<file path="src/design/spq_pkg.sv">
// ----------------------------------------------------------------------------
// spq_pkg
// shared types and codes for the sorted priority queue cell chain
// ----------------------------------------------------------------------------
package spq_pkg;

    localparam int VALUE_W  = 32;
    localparam int PRIO_W   = 16;
    localparam int STATUS_W = 2;
    localparam int OCC_W    = 8;

    typedef enum logic
    {
        OP_INSERT = 1'b0,
        OP_REMOVE = 1'b1
    } spq_op_t;

    typedef enum logic [STATUS_W-1:0]
    {
        ST_DONE  = 2'd0,
        ST_FULL  = 2'd1,
        ST_EMPTY = 2'd2
    } spq_status_t;

    typedef struct packed
    {
        logic signed [VALUE_W-1:0] value;
        logic signed [PRIO_W-1:0]  prio;
    } spq_entry_t;

    typedef struct packed
    {
        logic ins;
        logic rem;
    } spq_ctrl_t;

endpackage

</file>
<file path="src/design/spq_cell.sv">
// ----------------------------------------------------------------------------
// spq_cell
// one slot of the sorted chain: keeps, takes the new entry, or shifts
// ----------------------------------------------------------------------------
module spq_cell
(
    input  logic               clk,
    input  spq_pkg::spq_ctrl_t ctrl,
    input  logic               occupied,
    input  spq_pkg::spq_entry_t new_entry,
    input  spq_pkg::spq_entry_t left_entry,
    input  logic               left_gt,
    input  spq_pkg::spq_entry_t right_entry,
    output spq_pkg::spq_entry_t entry,
    output logic               gt
);
    import spq_pkg::*;

    spq_entry_t entry_reg;
    spq_entry_t entry_next;

    // empty slots count as greater so the first free slot takes the insert
    assign gt = !occupied || ($signed(entry_reg.prio) > $signed(new_entry.prio));

    always_comb
    begin
        entry_next = entry_reg;
        if (ctrl.ins)
        begin
            if (gt && !left_gt)
            begin
                entry_next = new_entry;
            end
            else if (gt)
            begin
                entry_next = left_entry;
            end
        end
        else if (ctrl.rem)
        begin
            entry_next = right_entry;
        end
    end

    always_ff @(posedge clk)
    begin
        entry_reg <= entry_next;
    end

    assign entry = entry_reg;

endmodule

</file>
<file path="config.mk">
export PLATFORM = sky130hd
export DESIGN_NAME = spq_cell
export DESIGN_NICKNAME = d
export VERILOG_FILES = /design/src/design/spq_pkg.sv /design/src/design/spq_cell.sv
export SDC_FILE = /design/constraint.sdc
export NUM_CORES = 1
export LEC_CHECK = 0
export CAP_MARGIN = 10
export CORE_MARGIN = 5
export CORE_UTILIZATION = 50
export CTS_CLUSTER_DIAMETER = 80
export DETAILED_ROUTE_END_ITERATION = 6
export DONT_BUFFER_PORTS = 1
export PLACE_DENSITY = 0.66
export SETUP_SLACK_MARGIN = 0.3
export SLEW_MARGIN = 20
export SYNTH_ARGS = -nofsm -noshare
export SYNTH_HDL_FRONTEND = slang
export SYNTH_SLANG_ARGS = --single-unit
</file>
<file path="constraint.sdc">
create_clock -name clk -period 9.8 [get_ports clk]
set_input_delay 0 -clock clk [delete_from_list [all_inputs] [get_ports clk]]
set_output_delay 0 -clock clk [all_outputs]
set_load 0.01 [all_outputs]
</file>
* Word level (Yosys, flattened, before mapping)
Cells that the tools add are included.
Operators by class: reduce and logical (&&, ||, !) cells 6, mux-type cells 4, order comparisons 1, equality and inequality tests 1
Operators by type and width (number):
- $mux 48 | 4
- $gt 16x16->1 | 1
- $ne 3x1->1 const B | 1
- $logic_not 1->1 | 2
- $reduce_and 2->1 | 1
- $reduce_bool 2->1 | 1
- $logic_and 1x1->1 | 1
- $logic_or 1x1->1 | 1
Word-level totals: input port bits 149, output and inout port bits 49, register bits 48

* Longest topological paths before layout
depth in word-level cells 5, gate-level depth with buffers 10, mapped depth without buffers 8

* Worst setup path after synthesis
OpenSTA, ideal clock, no wires.
kind register to register, start point register entry_reg (netlist bit entry[15]), end point register entry_reg (netlist bit entry[0]) (enable), period minus slack after synthesis 4.763 ns, slack 5.037 ns, required time 9.317 ns, arrival time 4.279 ns, library setup time 0.483 ns, cell stages (with the launch flop) 7, cell sequence edfxtp_1 ha_1 nand4_2 a2111o_1 nand3_1 mux2_2 a31oi_1
On the way: cells in the longest elaborated chain, start to end 5
Ends and longest elaborated chain:
- start: declaration | RTL line spq_cell.sv:19 | spq_entry_t entry_reg;
- start signal: assignment | RTL line spq_cell.sv:47 | entry_reg <= entry_next;
- $gt 16x16->1 (*) | RTL line spq_cell.sv:23 | assign gt = !occupied || ($signed(entry_reg.prio) > $signed(new_entry.prio));
- $logic_or 1x1->1 (*) | RTL line spq_cell.sv:23
- $logic_and 1x1->1 | RTL line spq_cell.sv:30 | if (gt && !left_gt)
- $ne 3x1->1 (no line) (*)
- $reduce_and 2->1 (no line) (*)
Every way passes the cells marked *; elsewhere a longest branch is shown, timed or not. A chain may end at the register's enable or synchronous reset.

* Final worst setup path
Same ends and word-level chain as after synthesis.

==> results_dict.tcl <==
set metrics [dict create \
    antenna_found_initial 0 \
    clock_sinks 48 \
    clockRootBuffer "clkbuf_8" \
    timing.rr.start "entry[15]" \
    vdd_drop_max_mv 0.08022 \
    synth_top_cell_by_area "edfxtp_1" \
    post-dp-hpwl_mm 6.209 \
    crit_cells 7 \
    startpoint_type "flip-flop" \
    ant_nets 0 \
    portBuffers 0 \
    layout.nets 576 \
    reg2reg_slack_ns 6.34 \
    track_usage_pct 25.98 \
    diodes 0 \
    route.detailed.drc 0 \
    p_per_area_nw_per_um2 143.4 \
    clk_path_buf_depth 2 \
    critPathKind "reg -> reg" \
    final_hold_viol_count 0 \
    ys_ff_latch 48 \
    area_growth_pct 33.82 \
    tns_ns 0 \
    ys_warn_count 0 \
    p_total_mw 0.5915 \
    synth_fp_nets 502 \
    cts_hold_buf 91 \
    post_drt_via_cell_ratio 6.312 \
    setup_slack_ns 6.345 \
    critPathMaxFanout 27 \
    p_leak_nw 1.550 \
    slowest_delay_ns 0.65 \
    fin_worst_skew_ns 0.009795 \
    post_drt_wl_per_cell_um 21.50 \
    r2r_end "entry[0]" \
    rows 28 \
    worst_slew_pin_slew_ns 0.7615 \
    io_pins 198 \
    overflow 0 \
    die_h_um 88.51 \
    synth_edf_count 48 \
    die_area_um2 7833 \
    postSynthCellCount 337 \
    min_period_ns 3.455 \
    timing.fmax_ghz 0.2894 \
    async_flop_share_pct 0 \
    finalWirelength_mm 10.47 \
    clkTransAtPathRegs_ns 0.09 \
    rr_worst_depth 7 \
    cp_data_arrival_time_ns 3.42 \
    status "completed" \
    grt_pass1_vias 3176 \
    drv_cap 0 \
    yosysSeqAreaShare_pct 46.77 \
    crit_slowest_cell "a31oi_4" \
    final_core_util_pct 69.24 \
    drt_iter0_drc 184 \
    vias 3074 \
    grt_max_degree 70 \
    cts_resized 0 \
    firstDrtPassIters 4 \
    synthTopCellsByArea "edfxtp_1 (47%), a31oi_1 (9.9%), nand3_1 (8.0%)" \
    gp_congestion 0.7439 \
    grt_pass1_wl_mm 15.43 \
    die_w_um 88.51 \
    tritoncts "built" \
    slew_headroom_pct 49.23 \
    hold_path_class "in -> reg" \
    syn_avg_cell_area_um2 9.145 \
    whs_ns 0.001532 \
    crit_family "compound AO/OA/AOI/OAI gates" \
    synthDistinctLibCells 30 \
    syn-cell-area_um2 3082 \
    crit_start "entry[15]" \
    synth_top_area_share_pct 46.77 \
    cp-end-kind "flip-flop" \
    fp.coreArea_um2 5956 \
    clock_latency_ns 0.29 \
    place_ws_ns 6.330 \
    required_ns 9.76 \
    synth.top_cells.by_count "a31oi_1 (49), nand3_1 (49), nor2_1 (49)" \
    drive_above_1_share_pct 4.612 \
    crit_buf_inv 1 \
    cts_made_buffers 5 \
    finalCritPeriodShare_pct 35.26 \
    initial_core_util_pct 51.74 \
    endpoint "entry[0]" \
    cts_setup_buffers 0 \
    h-tree-depth 2 \
    dominantRegCellSynth "edfxtp_1" \
    setup_violations 0 \
    crit_chain "ha_1 > nand4_2 > a2111o_1 > nand3_1 > mux2_2 > a31oi_4 > buf_4" \
    largest_reg_flops 48 \
    rsz0062_at_grt "no" \
    slew_viol_final 0 \
]
## cell usage in the layout (no fill, tap or decap), drive strengths merged
cell type / netlist / final
mux2: 1 / 1
buf: 16 / 6
a2111o: 1 / 1
a21oi: 6 / 6
nand2b: 1 / 1
bufinv: 0 / 1
nand2: 3 / 3
or2b: 1 / 1
nor2: 49 / 49
and2: 1 / 1
a41o: 1 / 1
nand3: 49 / 49
clkinv: 0 / 1
dlygate4sd3: 0 / 92
o21a: 1 / 1
o21ai: 49 / 49
and4: 1 / 1
nand4: 5 / 5
nor2b: 3 / 3
a31oi: 49 / 49
o221a: 1 / 1
o211ai: 1 / 1
nor4: 1 / 1
edfxtp: 48 / 48
clkbuf: 15 / 6
a21o: 1 / 1
ha: 16 / 16
inv: 16 / 16
or3: 1 / 1
## power by group
| part | internal, mW | switching (mW) | leakage [nW] |
|---|---|---|---|
| Sequential | 0.263 | 0.0293 | 0.476 |
| Combinational | 0.0765 | 0.0827 | 1.02 |
| Clock | 0.0758 | 0.0639 | 0.0552 |
## layout make-up
class                           count  area (µm²)
Clock inverter                      2       35.03
Tap cell                           75       93.84
Timing Repair Buffer               98        1010
Multi-Input combinational cell    242        1411
Sequential cell                    48        1441
Fill cell                         456        1832
Inverter                           16       60.06
Clock buffer                        6       72.57
## logic make-up (layout without fill, tap and decap cells)
| kind of cell | count (synthesis) | after routing | share of synthesized area, % |
|---|---|---|---|
| buf+inv | 47 | 122 | 8.161 |
| fa+ha+maj | 16 | 16 | 6.496 |
| compound gates | 110 | 110 | 20.67 |
| flops | 48 | 48 | 46.77 |
| mux | 1 | 1 | 0.3654 |
| simple gates | 115 | 115 | 17.54 |
## per-layer routing
layer  wire length (µm)  part of all wire [%]  vias up  global-route usage [%]
li1                   -                     -     1411                       -
met1               3735                    36     1441                   27.43
met2               5422                    52      196                   48.33
met3               1070                    10       26                   7.356
met4                242                   2.3        0                   10.44
met5                  0                     0        -                       0
## how the worst min path moves through the flow
| stage | cells past startpoint | from | slack (ns) | endpoint |
|---|---|---|---|---|
| after CTS | 2 | ctrl[1] | 0.0002 | entry[35] |
| after floorplan | 1 | occupied | 0.07 | gt |
| after global placement | 1 | occupied | 0.1 | gt |
| after detailed placement | 1 | occupied | 0.09 | gt |
| after global routing | 2 | left_entry[11] | 0.0002 | entry[11] |
| final | 2 | left_entry[11] | 0.002 | entry[11] |
## metrics by stage
| stage | cells | cell area, µm² |
|---|---|---|
| after floorplan | 337 | 3082 |
| after global placement | 384 | 3029 |
| after detailed placement | 384 | 3029 |
| after CTS | 483 | 4065 |
| after global routing | 487 | 4124 |
| final | 487 | 4124 |
## worst reg2reg max path: stages (launching register included)
cell,delay [ns]
edfxtp_1,0.47
ha_1,0.43
nand4_2,0.17
a2111o_1,0.45
nand3_1,0.10
mux2_2,0.37
a31oi_4,0.65
buf_4,0.47
No activity file was read; power rests on OpenSTA's default activity.
